`src/cefc_pkg.sv`:
```
`timescale 1ns / 1ps
// Package for the cyclic executive frame check: widths, state encoding and the
// command and status groups between controller and datapath. No dependencies.
package cefc_pkg;

  localparam int unsigned PERIOD_BITS = 16;
  localparam int unsigned HYPER_BITS  = 32;
  localparam int unsigned SHIFT_BITS  = $clog2(PERIOD_BITS + 1);
  localparam int unsigned COUNT_BITS  = $clog2(HYPER_BITS + 1);
  localparam int unsigned PROD_BITS   = HYPER_BITS + PERIOD_BITS;

  typedef logic [PERIOD_BITS-1:0] period_t;
  typedef logic [HYPER_BITS-1:0]  hyper_t;

  typedef enum logic [2:0] {
    ST_IDLE,
    ST_START,
    ST_GCD_MINOR,
    ST_GCD_LCM,
    ST_DIV,
    ST_CHECK,
    ST_FINISH
  } state_e;

  typedef enum logic {
    GCD_SRC_MINOR,
    GCD_SRC_LCM
  } gcd_src_e;

  typedef struct packed {
    logic     capture;
    logic     init_set;
    logic     fold_wcet;
    logic     gcd_start;
    gcd_src_e gcd_src;
    logic     gcd_step;
    logic     save_minor;
    logic     div_start;
    logic     div_step;
    logic     mul;
    logic     check;
    logic     load_out;
  } cmd_t;

  typedef struct packed {
    logic first_pending;
    logic overflow_seen;
    logic last_task;
    logic gcd_done;
    logic div_done;
    logic out_free;
  } status_t;

endpackage

```
`src/cefc_task_if.sv`:
```
`timescale 1ns / 1ps
// Task channel: valid/ready handshake carrying one task per transaction.
// Depends on cefc_pkg for the field widths.
interface cefc_task_if;
  logic                       valid;
  logic                       ready;
  logic [cefc_pkg::PERIOD_BITS-1:0] task_period;
  logic [cefc_pkg::PERIOD_BITS-1:0] task_wcet;
  logic                       last_task;

  modport source (output valid, output task_period, output task_wcet, output last_task,
                  input ready);
  modport sink   (input valid, input task_period, input task_wcet, input last_task,
                  output ready);
endinterface

```
`src/cefc_result_if.sv`:
```
`timescale 1ns / 1ps
// Result channel: valid/ready handshake carrying one task-set result per transaction.
// Depends on cefc_pkg for the field widths.
interface cefc_result_if;
  logic                             valid;
  logic                             ready;
  logic [cefc_pkg::HYPER_BITS-1:0]  hyperperiod;
  logic [cefc_pkg::PERIOD_BITS-1:0] minor_cycle;
  logic                             frame_ok;
  logic                             hyper_overflow;

  modport source (output valid, output hyperperiod, output minor_cycle, output frame_ok,
                  output hyper_overflow, input ready);
  modport sink   (input valid, input hyperperiod, input minor_cycle, input frame_ok,
                  input hyper_overflow, output ready);
endinterface

```
`src/cefc_ctrl.sv`:
```
`timescale 1ns / 1ps
// Controller state machine: sequences capture, GCD passes, division, multiply and
// the result load. Depends on cefc_pkg.
module cefc_ctrl (
  input  logic              clk_i,
  input  logic              rst_ni,
  input  logic              task_valid_i,
  output logic              task_ready_o,
  input  cefc_pkg::status_t status_i,
  output cefc_pkg::cmd_t    cmd_o
);

  cefc_pkg::state_e state_q, state_d;

  always_ff @(posedge clk_i or negedge rst_ni) begin
    if (!rst_ni) begin
      state_q <= cefc_pkg::ST_IDLE;
    end else begin
      state_q <= state_d;
    end
  end

  always_comb begin
    state_d = state_q;
    case (state_q)
      cefc_pkg::ST_IDLE: begin
        if (task_valid_i) state_d = cefc_pkg::ST_START;
      end
      cefc_pkg::ST_START: begin
        state_d = status_i.first_pending ? cefc_pkg::ST_FINISH : cefc_pkg::ST_GCD_MINOR;
      end
      cefc_pkg::ST_GCD_MINOR: begin
        if (status_i.gcd_done) begin
          state_d = status_i.overflow_seen ? cefc_pkg::ST_FINISH : cefc_pkg::ST_GCD_LCM;
        end
      end
      cefc_pkg::ST_GCD_LCM: begin
        if (status_i.gcd_done) state_d = cefc_pkg::ST_DIV;
      end
      cefc_pkg::ST_DIV: begin
        if (status_i.div_done) state_d = cefc_pkg::ST_CHECK;
      end
      cefc_pkg::ST_CHECK: begin
        state_d = cefc_pkg::ST_FINISH;
      end
      cefc_pkg::ST_FINISH: begin
        if (!status_i.last_task || status_i.out_free) state_d = cefc_pkg::ST_IDLE;
      end
      default: begin
        state_d = cefc_pkg::ST_IDLE;
      end
    endcase
  end

  always_comb begin
    cmd_o        = '0;
    task_ready_o = 1'b0;
    case (state_q)
      cefc_pkg::ST_IDLE: begin
        task_ready_o  = 1'b1;
        cmd_o.capture = task_valid_i;
      end
      cefc_pkg::ST_START: begin
        if (status_i.first_pending) begin
          cmd_o.init_set = 1'b1;
        end else begin
          cmd_o.fold_wcet = 1'b1;
          cmd_o.gcd_start = 1'b1;
          cmd_o.gcd_src   = cefc_pkg::GCD_SRC_MINOR;
        end
      end
      cefc_pkg::ST_GCD_MINOR: begin
        if (!status_i.gcd_done) begin
          cmd_o.gcd_step = 1'b1;
        end else begin
          cmd_o.save_minor = 1'b1;
          cmd_o.gcd_start  = !status_i.overflow_seen;
          cmd_o.gcd_src    = cefc_pkg::GCD_SRC_LCM;
        end
      end
      cefc_pkg::ST_GCD_LCM: begin
        if (!status_i.gcd_done) begin
          cmd_o.gcd_step = 1'b1;
        end else begin
          cmd_o.div_start = 1'b1;
        end
      end
      cefc_pkg::ST_DIV: begin
        if (!status_i.div_done) begin
          cmd_o.div_step = 1'b1;
        end else begin
          cmd_o.mul = 1'b1;
        end
      end
      cefc_pkg::ST_CHECK: begin
        cmd_o.check = 1'b1;
      end
      cefc_pkg::ST_FINISH: begin
        cmd_o.load_out = status_i.last_task && status_i.out_free;
      end
      default: begin
        cmd_o = '0;
      end
    endcase
  end

endmodule

```
`src/cefc_dpath.sv`:
```
`timescale 1ns / 1ps
// Datapath: task registers, running LCM/GCD/max, shared binary GCD unit, restoring
// divider, multiplier and the output register. Depends on cefc_pkg.
module cefc_dpath (
  input  logic                    clk_i,
  input  logic                    rst_ni,
  input  cefc_pkg::cmd_t          cmd_i,
  output cefc_pkg::status_t       status_o,
  input  cefc_pkg::period_t       task_period_i,
  input  cefc_pkg::period_t       task_wcet_i,
  input  logic                    last_task_i,
  input  logic                    res_ready_i,
  output logic                    res_valid_o,
  output cefc_pkg::hyper_t        hyperperiod_o,
  output cefc_pkg::period_t       minor_cycle_o,
  output logic                    frame_ok_o,
  output logic                    hyper_overflow_o
);

  localparam int unsigned PB = cefc_pkg::PERIOD_BITS;
  localparam int unsigned HB = cefc_pkg::HYPER_BITS;

  // Captured task
  cefc_pkg::period_t per_q, wcet_q;
  logic              last_q;

  // Running set state
  cefc_pkg::hyper_t  lcm_q;
  cefc_pkg::period_t minor_q, wmax_q;
  logic              first_q, ovf_q;

  // Binary GCD unit
  cefc_pkg::hyper_t               ga_q, gb_q;
  logic [cefc_pkg::SHIFT_BITS-1:0] gk_q;
  cefc_pkg::hyper_t               gcd_res;
  logic                           gcd_done;

  // Restoring divider and product
  cefc_pkg::hyper_t                dq_q;
  cefc_pkg::period_t               dr_q, dd_q;
  logic [cefc_pkg::COUNT_BITS-1:0] dc_q;
  logic [PB:0]                     div_rs, div_sub;
  logic                            div_ge;
  logic [cefc_pkg::PROD_BITS-1:0]  prod_q;

  // Output register
  logic              ov_q;
  cefc_pkg::hyper_t  hyp_out_q;
  cefc_pkg::period_t minor_out_q;
  logic              ok_out_q, hov_out_q;
  logic              out_free;

  assign gcd_done = (ga_q == '0) || (gb_q == '0);
  assign gcd_res  = (ga_q | gb_q) << gk_q;

  assign div_rs  = {dr_q, dq_q[HB-1]};
  assign div_ge  = div_rs >= {1'b0, dd_q};
  assign div_sub = div_rs - {1'b0, dd_q};

  assign out_free = !ov_q || res_ready_i;

  assign status_o.first_pending = first_q;
  assign status_o.overflow_seen = ovf_q;
  assign status_o.last_task     = last_q;
  assign status_o.gcd_done      = gcd_done;
  assign status_o.div_done      = (dc_q == '0);
  assign status_o.out_free      = out_free;

  // Hold the task; a zero period counts as one
  always_ff @(posedge clk_i) begin
    if (cmd_i.capture) begin
      per_q  <= (task_period_i == '0) ? PB'(1) : task_period_i;
      wcet_q <= task_wcet_i;
      last_q <= last_task_i;
    end
  end

  always_ff @(posedge clk_i or negedge rst_ni) begin
    if (!rst_ni) begin
      lcm_q   <= '0;
      minor_q <= '0;
      wmax_q  <= '0;
      first_q <= 1'b1;
      ovf_q   <= 1'b0;
    end else begin
      if (cmd_i.init_set) begin
        lcm_q   <= HB'(per_q);
        minor_q <= per_q;
        wmax_q  <= wcet_q;
        ovf_q   <= 1'b0;
        first_q <= 1'b0;
      end
      if (cmd_i.fold_wcet && (wcet_q > wmax_q)) begin
        wmax_q <= wcet_q;
      end
      if (cmd_i.save_minor) begin
        minor_q <= gcd_res[PB-1:0];
      end
      if (cmd_i.check) begin
        if (prod_q[cefc_pkg::PROD_BITS-1:HB] != '0) begin
          lcm_q <= '1;
          ovf_q <= 1'b1;
        end else begin
          lcm_q <= prod_q[HB-1:0];
        end
      end
      if (cmd_i.load_out) begin
        first_q <= 1'b1;
      end
    end
  end

  // Binary GCD: strip common twos, strip single twos, halve the odd difference
  always_ff @(posedge clk_i) begin
    if (cmd_i.gcd_start) begin
      ga_q <= (cmd_i.gcd_src == cefc_pkg::GCD_SRC_MINOR) ? HB'(minor_q) : lcm_q;
      gb_q <= HB'(per_q);
      gk_q <= '0;
    end else if (cmd_i.gcd_step) begin
      if (!ga_q[0] && !gb_q[0]) begin
        ga_q <= ga_q >> 1;
        gb_q <= gb_q >> 1;
        gk_q <= gk_q + 1'b1;
      end else if (!ga_q[0]) begin
        ga_q <= ga_q >> 1;
      end else if (!gb_q[0]) begin
        gb_q <= gb_q >> 1;
      end else if (ga_q >= gb_q) begin
        ga_q <= (ga_q - gb_q) >> 1;
      end else begin
        gb_q <= (gb_q - ga_q) >> 1;
      end
    end
  end

  always_ff @(posedge clk_i or negedge rst_ni) begin
    if (!rst_ni) begin
      dc_q <= '0;
    end else if (cmd_i.div_start) begin
      dc_q <= cefc_pkg::COUNT_BITS'(HB);
    end else if (cmd_i.div_step) begin
      dc_q <= dc_q - 1'b1;
    end
  end

  always_ff @(posedge clk_i) begin
    if (cmd_i.div_start) begin
      dq_q <= lcm_q;
      dr_q <= '0;
      dd_q <= gcd_res[PB-1:0];
    end else if (cmd_i.div_step) begin
      dq_q <= {dq_q[HB-2:0], div_ge};
      dr_q <= div_ge ? div_sub[PB-1:0] : div_rs[PB-1:0];
    end
    if (cmd_i.mul) begin
      prod_q <= cefc_pkg::PROD_BITS'(dq_q) * cefc_pkg::PROD_BITS'(per_q);
    end
  end

  always_ff @(posedge clk_i or negedge rst_ni) begin
    if (!rst_ni) begin
      ov_q <= 1'b0;
    end else if (cmd_i.load_out) begin
      ov_q <= 1'b1;
    end else if (res_ready_i) begin
      ov_q <= 1'b0;
    end
  end

  always_ff @(posedge clk_i) begin
    if (cmd_i.load_out) begin
      hyp_out_q   <= lcm_q;
      minor_out_q <= minor_q;
      ok_out_q    <= (minor_q >= wmax_q);
      hov_out_q   <= ovf_q;
    end
  end

  assign res_valid_o      = ov_q;
  assign hyperperiod_o    = hyp_out_q;
  assign minor_cycle_o    = minor_out_q;
  assign frame_ok_o       = ok_out_q;
  assign hyper_overflow_o = hov_out_q;

  a_load_when_free: assert property (@(posedge clk_i) disable iff (!rst_ni)
    cmd_i.load_out |-> (!ov_q || res_ready_i))
    else $error("result loaded over an untaken result");

  a_ovf_saturates: assert property (@(posedge clk_i) disable iff (!rst_ni)
    ovf_q |-> (lcm_q == '1))
    else $error("overflow flagged without saturated hyperperiod");

  a_minor_nonzero: assert property (@(posedge clk_i) disable iff (!rst_ni)
    !first_q |-> (minor_q != '0))
    else $error("minor cycle zero inside a task set");

  a_rem_bound: assert property (@(posedge clk_i) disable iff (!rst_ni)
    (dc_q != '0) |-> (dr_q < dd_q))
    else $error("divider remainder not below divisor");

endmodule

```
`src/cyclic_executive_frame_check.sv`:
```
`timescale 1ns / 1ps
// Top level of the cyclic executive frame check: running hyperperiod (LCM),
// minor cycle (GCD) and frame test. Depends on cefc_pkg, both interfaces,
// cefc_ctrl and cefc_dpath.
//
//   port      dir  transaction
//   task_i    in   task_period, task_wcet, last_task
//   result_o  out  hyperperiod, minor_cycle, frame_ok, hyper_overflow
//
// The first task of a set only initialises the set; any later task runs the binary
// GCD unit (one step per cycle, two passes) and the 32-step restoring divider.
// Once the hyperperiod has saturated, a later task skips the second pass and the
// divider. One task is in work at a time.
// Reset clears the set state, so the next task opens a new set.
// A result waiting in the output register does not block new tasks; only the
// final task of the next set holds until that result is taken.
module cyclic_executive_frame_check (
  input  logic   clk_i,
  input  logic   rst_ni,
  cefc_task_if.sink     task_i,
  cefc_result_if.source result_o
);

  cefc_pkg::cmd_t    cmd;
  cefc_pkg::status_t status;
  logic              task_ready;

  assign task_i.ready = task_ready;

  cefc_ctrl u_ctrl (
    .clk_i        (clk_i),
    .rst_ni       (rst_ni),
    .task_valid_i (task_i.valid),
    .task_ready_o (task_ready),
    .status_i     (status),
    .cmd_o        (cmd)
  );

  cefc_dpath u_dpath (
    .clk_i            (clk_i),
    .rst_ni           (rst_ni),
    .cmd_i            (cmd),
    .status_o         (status),
    .task_period_i    (task_i.task_period),
    .task_wcet_i      (task_i.task_wcet),
    .last_task_i      (task_i.last_task),
    .res_ready_i      (result_o.ready),
    .res_valid_o      (result_o.valid),
    .hyperperiod_o    (result_o.hyperperiod),
    .minor_cycle_o    (result_o.minor_cycle),
    .frame_ok_o       (result_o.frame_ok),
    .hyper_overflow_o (result_o.hyper_overflow)
  );

endmodule
```
`src/flat_wrapper.sv`:
```
// flat-port wrapper written by rule: the top's interface ports become plain ports
module cyclic_executive_frame_check_flat 
  (clk_i, rst_ni, task_i_valid, task_i_task_period, task_i_task_wcet, task_i_last_task, task_i_ready, result_o_valid, result_o_hyperperiod, result_o_minor_cycle, result_o_frame_ok, result_o_hyper_overflow, result_o_ready);
  cefc_task_if task_i_i ();
  cefc_result_if result_o_i ();
  input  logic clk_i;
  input  logic rst_ni;
  input wire logic [$bits(task_i_i.valid)-1:0] task_i_valid;
  input wire logic [$bits(task_i_i.task_period)-1:0] task_i_task_period;
  input wire logic [$bits(task_i_i.task_wcet)-1:0] task_i_task_wcet;
  input wire logic [$bits(task_i_i.last_task)-1:0] task_i_last_task;
  output wire logic [$bits(task_i_i.ready)-1:0] task_i_ready;
  output wire logic [$bits(result_o_i.valid)-1:0] result_o_valid;
  output wire logic [$bits(result_o_i.hyperperiod)-1:0] result_o_hyperperiod;
  output wire logic [$bits(result_o_i.minor_cycle)-1:0] result_o_minor_cycle;
  output wire logic [$bits(result_o_i.frame_ok)-1:0] result_o_frame_ok;
  output wire logic [$bits(result_o_i.hyper_overflow)-1:0] result_o_hyper_overflow;
  input wire logic [$bits(result_o_i.ready)-1:0] result_o_ready;
  assign task_i_i.valid = task_i_valid;
  assign task_i_i.task_period = task_i_task_period;
  assign task_i_i.task_wcet = task_i_task_wcet;
  assign task_i_i.last_task = task_i_last_task;
  assign task_i_ready = task_i_i.ready;
  assign result_o_valid = result_o_i.valid;
  assign result_o_hyperperiod = result_o_i.hyperperiod;
  assign result_o_minor_cycle = result_o_i.minor_cycle;
  assign result_o_frame_ok = result_o_i.frame_ok;
  assign result_o_hyper_overflow = result_o_i.hyper_overflow;
  assign result_o_i.ready = result_o_ready;
  cyclic_executive_frame_check u_core (.clk_i(clk_i), .rst_ni(rst_ni), .task_i(task_i_i), .result_o(result_o_i));
endmodule
```
`config.mk`:
```
export PLATFORM = sky130hd
export DESIGN_NAME = cyclic_executive_frame_check_flat
export DESIGN_NICKNAME = d
export VERILOG_FILES = /design/src/cefc_pkg.sv /design/src/cefc_task_if.sv /design/src/cefc_result_if.sv /design/src/cefc_ctrl.sv /design/src/cefc_dpath.sv /design/src/cyclic_executive_frame_check.sv /design/src/flat_wrapper.sv
export SDC_FILE = /design/constraint.sdc
export NUM_CORES = 2
export LEC_CHECK = 0
export ABC_CLOCK_PERIOD_IN_PS = 6800
export BUFFER_PORTS_ARGS = -buffer_cell sky130_fd_sc_hd__buf_2
export CELL_PAD_IN_SITES_DETAIL_PLACEMENT = 2
export CELL_PAD_IN_SITES_GLOBAL_PLACEMENT = 2
export CORE_MARGIN = 2
export CORE_UTILIZATION = 38
export CTS_CLUSTER_SIZE = 24
export DETAILED_ROUTE_END_ITERATION = 7
export PLACE_DENSITY = 0.87
export SETUP_SLACK_MARGIN = 0.3
export SYNTH_ARGS = -nofsm -noshare
export SYNTH_HDL_FRONTEND = slang
export SYNTH_SLANG_ARGS = --single-unit
```
`constraint.sdc`:
```
create_clock -name clk_i -period 6.8 [get_ports clk_i]
set_input_delay 1.36 -clock clk_i [delete_from_list [all_inputs] [get_ports clk_i]]
set_output_delay 1.36 -clock clk_i [all_outputs]
set_load 0.01 [all_outputs]
```
==> results of run 1 <==
-- per-stage QoR --
stage,instance area [sq um],utilization,instances
after floorplan,35300,-,3801
after global placement,37700,0.410,5044
after detailed placement,37700,0.410,5044
after CTS,40700,0.443,5188
-- cell families after synthesis --
group | share of synthesized area
and+or+nand+nor | 0.157
buffers and inverters | 0.0868
adders and majority gates | 0.327
AOI/OAI and AO/OA | 0.116
DFF | 0.267
xor gates and xnor gates | 0.0295
muxes | 0.0170
-- what timing repair did --
item                                    in CTS
cloned                                       9
setup buffers                               59
resized for setup                          235
pin swaps                                  102
endpoints found under the setup margin      30
-- routing by layer --
layer,global-route usage,overflow
met5,0.586,0
met4,0.730,22
met3,0.679,10
met2,0.875,5
met1,0.738,4
==> metrics.yaml, run 1 <==
status: "aborted with a tool error"
failing_step: "global routing (5_1_grt)"
tool.error: "[ERROR GRT-0232] Routing congestion too high. Check the congestion heatmap in the GUI."
start_util: 0.384
io_buffers: 88
synth_nets: 4508
cts_buffers: 41
yosys-top-cells-area: "fa_1 24%, edfxtp_1 19%, ha_1 8.8%"
place_congestion: 0.931
root_buffer: "clkbuf_16"
postCtsHoldBufs: 0
post-place-ws_ns: -0.648
avgSynthCellArea_sq_um: 9.29
ys_seq_area_frac: 0.267
netlist.top_cell.by_area: "fa_1"
synth_top_area_share: 0.239
clockBufferDepth: 3
clkSinkCount: 339
grt_worst_setup_endpoint: "u_core.u_dpath.prod_q[41]$_DFFE_PP_/D"
worst_endpoint_kind: "sequential cell input"
synthArstFlopShare: 0.224
grt-ovfl-total: 41
yosysUniqueCellTypes: 85
yosys-top-cells-count: "586 x inv_1, 563 x nand2_1, 421 x fa_1"
synth_edf_count: 227
grt_usage: 0.759
yosys_warnings: 0
die_w_microns: 309
synth.most_common_cell: "inv_1"
synth_flop_cell: "edfxtp_1"
dp_hpwl_microns: 119000
synthesis.area_sq_um: 35300
h-tree-depth: 2
grt_max_degree: 52
synth_seq_cells: 339
antenna_found_initial: 60
rows: 111
io_pins: 89
die_h_microns: 309
synth_cells: 3801
==> run 2, diff against run 1 <==
ABC_CLOCK_PERIOD_IN_PS = 8800   (was 6800)
CELL_PAD_IN_SITES_DETAIL_PLACEMENT = default   (was 2)
CELL_PAD_IN_SITES_GLOBAL_PLACEMENT = default   (was 2)
CORE_UTILIZATION = 40   (was 38)
CTS_CLUSTER_SIZE = default   (was 24)
PLACE_DENSITY = default   (was 0.87)
PLACE_DENSITY_LB_ADDON = 0.15   (was default)
SETUP_SLACK_MARGIN = default   (was 0.3)
clock period = 8.8 ns   (was 6.8 ns; I/O delays follow)
==> run 2 against run 1 <==
Synthesized area did not move. Synthesized cell count did not move. The flow now finishes without violations.
==> metrics.yaml, run 2 <==
status: "finished clean"  # was aborted with a tool error
final_nets: 4486
root_buffer: "clkbuf_16"  # unchanged
cts_buffers: 42  # was 41
dp.cells: 4890  # was 5044
h-tree-depth: 2  # unchanged
yosys-top-cells-count: "586 x inv_1, 563 x nand2_1, 421 x fa_1"  # unchanged
grt-ovfl-total: 0
start_util: 0.405  # was 0.384
layout_common_cells: "586 x inv_1, 562 x nand2_1, 421 x fa_1"
synth_cells: 3801  # unchanged
seq_area_sq_um: 9440
io_pins: 89  # unchanged
fin_ws_ns: 1.03
seqPwrFrac: 0.472
hold_ws_ns: 0.461
regMostFlops: "u_core.u_dpath.prod_q"
netSwitchingPower_w: 0.000780
viasPerCell: 5.41
hold_path_class: "reg2reg"
avgRoutedWirePerCell_microns: 21.9
clk_pin_slew_ns: 0.06
num_vias: 26900
peakVddDrop_mv: 0.130
avgSynthCellArea_sq_um: 9.29  # unchanged
grt_pass1_vias: 27300
final_util: 0.440
stdcell_count: 4968
synth_nets: 4508  # unchanged
netlist.top_cell.by_area: "fa_1"  # unchanged
synthArstFlopShare: 0.224  # unchanged
switching_share: 0.218
multi_input_area_sq_um: 22900
ant_nets: 0
p_leak_nw: 17.7
grt_pass1_wl_microns: 168000
hold_violations: 0
power_frac_clock: 0.522
cp_max_fo: 29
finClkSkew_ns: 0.0517
setup_viol: 0
drt_iter0_drc: 2165
num_antenna_cells: 0
synth_top_area_share: 0.239  # unchanged
startpoint_type: "flop"
grt_usage: 0.243
drive_gt1_frac: 0.0758
critPathRequiredTime_ns: 9.11
cts_tree: "built"
die_area_sq_um: 90700
worstPathArrival_ns: 8.08
cts_setup_buffers: 0  # was 59
maxSlewViolCount: 0
clkSinkCount: 339  # unchanged
reg2reg_slack_ns: 1.03
drt-total-wl_microns: 109000
area_growth_pct: 8.62
die_h_microns: 301  # was 309 microns
cp-end-kind: "flop"
synthesis.area_sq_um: 35300  # unchanged
tns_ns: 0
largest_reg_flops: 48
power_density_nw_per_um2: 93.1
period_share: 0.883
drv_cap: 0
fillCellCount: 8621
worstMarginPinSlew_ns: 1.26
ys_seq_area_frac: 0.267  # unchanged
die_w_microns: 301  # was 309 microns
period_needed_ns: 7.77
p_comb_frac: 0.006
rows: 108  # was 111
grt_max_degree: 79
rsz0062_at_grt: "no"
clock_insertion_delay_worst_skew_ns: 0.60
final_common_cell: "inv_1"
io_buffers: 88  # unchanged
intPower_w: 0.00279
cts_resized: 0  # was 235
post-place-ws_ns: 1.03  # was -0.648 ns
max_slew_margin: 0.158
drcViolationCount: 0
clockBufferDepth: 3  # unchanged
yosys-top-cells-area: "fa_1 24%, edfxtp_1 19%, ha_1 8.8%"  # unchanged
yosys_warnings: 0  # unchanged
antenna_found_initial: 5
synth.most_common_cell: "inv_1"  # unchanged
core_area_sq_um: 87200
clock.fmax_ghz: 0.129
postCtsHoldBufs: 0  # unchanged
place_congestion: 0.958  # was 0.931
synth_edf_count: 227  # unchanged
synth_seq_cells: 339  # unchanged
dp_hpwl_microns: 83200  # was 119000 microns
synth_flop_cell: "edfxtp_1"  # unchanged
path_class: "reg2reg"
yosysUniqueCellTypes: 85  # unchanged
dr.pass1.iters: 7
-- run 2: logic make-up after synthesis --
kind of cell             after synthesis  share of synthesized area
AND/OR/NAND/NOR                     1189                      0.157
buffers and inverters                803                     0.0868
adder cells (fa/ha/maj)              670                      0.327
AO/OA/AOI/OAI                        624                      0.116
flip-flops                           339                      0.267
XOR/XNOR                             119                     0.0295
multiplexers                          57                     0.0170
-- run 2: cell type report --
type / instances / share of cell area
flip-flops and latches: 339 / 0.246
repair buffers: 149 / 0.0238
inverters: 588 / 0.0575
clock inverters: 26 / 0.00946
multi-input cells: 2659 / 0.596
well taps: 1155 / 0.0377
clock buffers: 52 / 0.0292
-- run 2: final timing paths --
check	cells after the start	end	startpoint
max in group asynchronous	2	u_core.u_dpath.lcm_q[26]	rst_ni
min	2	u_core.u_dpath.lcm_q[31]	u_core.u_dpath.prod_q[31]
max reg2reg	22	u_core.u_dpath.prod_q[41]	u_core.u_dpath.per_q[6]
max	22	u_core.u_dpath.prod_q[41]	u_core.u_dpath.per_q[6]
min in group asynchronous	1	u_core.u_dpath.wmax_q[12]	rst_ni
min reg2reg	2	u_core.u_dpath.lcm_q[31]	u_core.u_dpath.prod_q[31]
-- run 2: per-layer routing --
metal,global-route usage,wire length (microns)
met5,0,0
met4,0.0512,2050
met3,0.0249,6290
met2,0.393,50700
met1,0.353,49800
-- run 2: power groups by stage --
| stage | clock, W | combinational, W | sequential (W) |
|---|---|---|---|
| after CTS | 0.00190 | 0.0000208 | 0.00169 |
| after global placement | 0 | 0.0000209 | 0.00172 |
| after detailed placement | 0 | 0.0000207 | 0.00172 |
| final | 0.00186 | 0.0000199 | 0.00169 |
| after global routing | 0.00197 | 0.0000226 | 0.00168 |
| after floorplan | 0 | 0.00000269 | 0.00172 |
-- run 2: critical path, cell delays in order, from the launching register on --
cell	delay [ns]
edfxtp_1	1.19
buf_4	0.31
and2_1	0.15
fa_1	0.41
inv_1	0.09
fa_1	0.43
fa_1	0.52
inv_1	0.06
fa_1	0.49
fa_1	0.49
inv_1	0.05
fa_1	0.47
inv_1	0.04
ha_1	0.35
a21oi_1	0.26
nand2_1	0.11
a2111oi_0	0.71
nor4b_1	0.44
nor3_1	0.20
a21o_1	0.24
a21oi_1	0.21
o21ai_0	0.12
xor2_1	0.15
-- run 2: stage by stage --
step / area [sq um] / total power [W]
2_1_floorplan: 35300 / 0.00172
3_3_place_gp: 36900 / 0.00174
3_5_place_dp: 36900 / 0.00174
4_1_cts: 38400 / 0.00361
5_1_grt: 38400 / 0.00368
6_report: 38400 / 0.00357
Note: power is estimated with default switching activity, not from simulation.
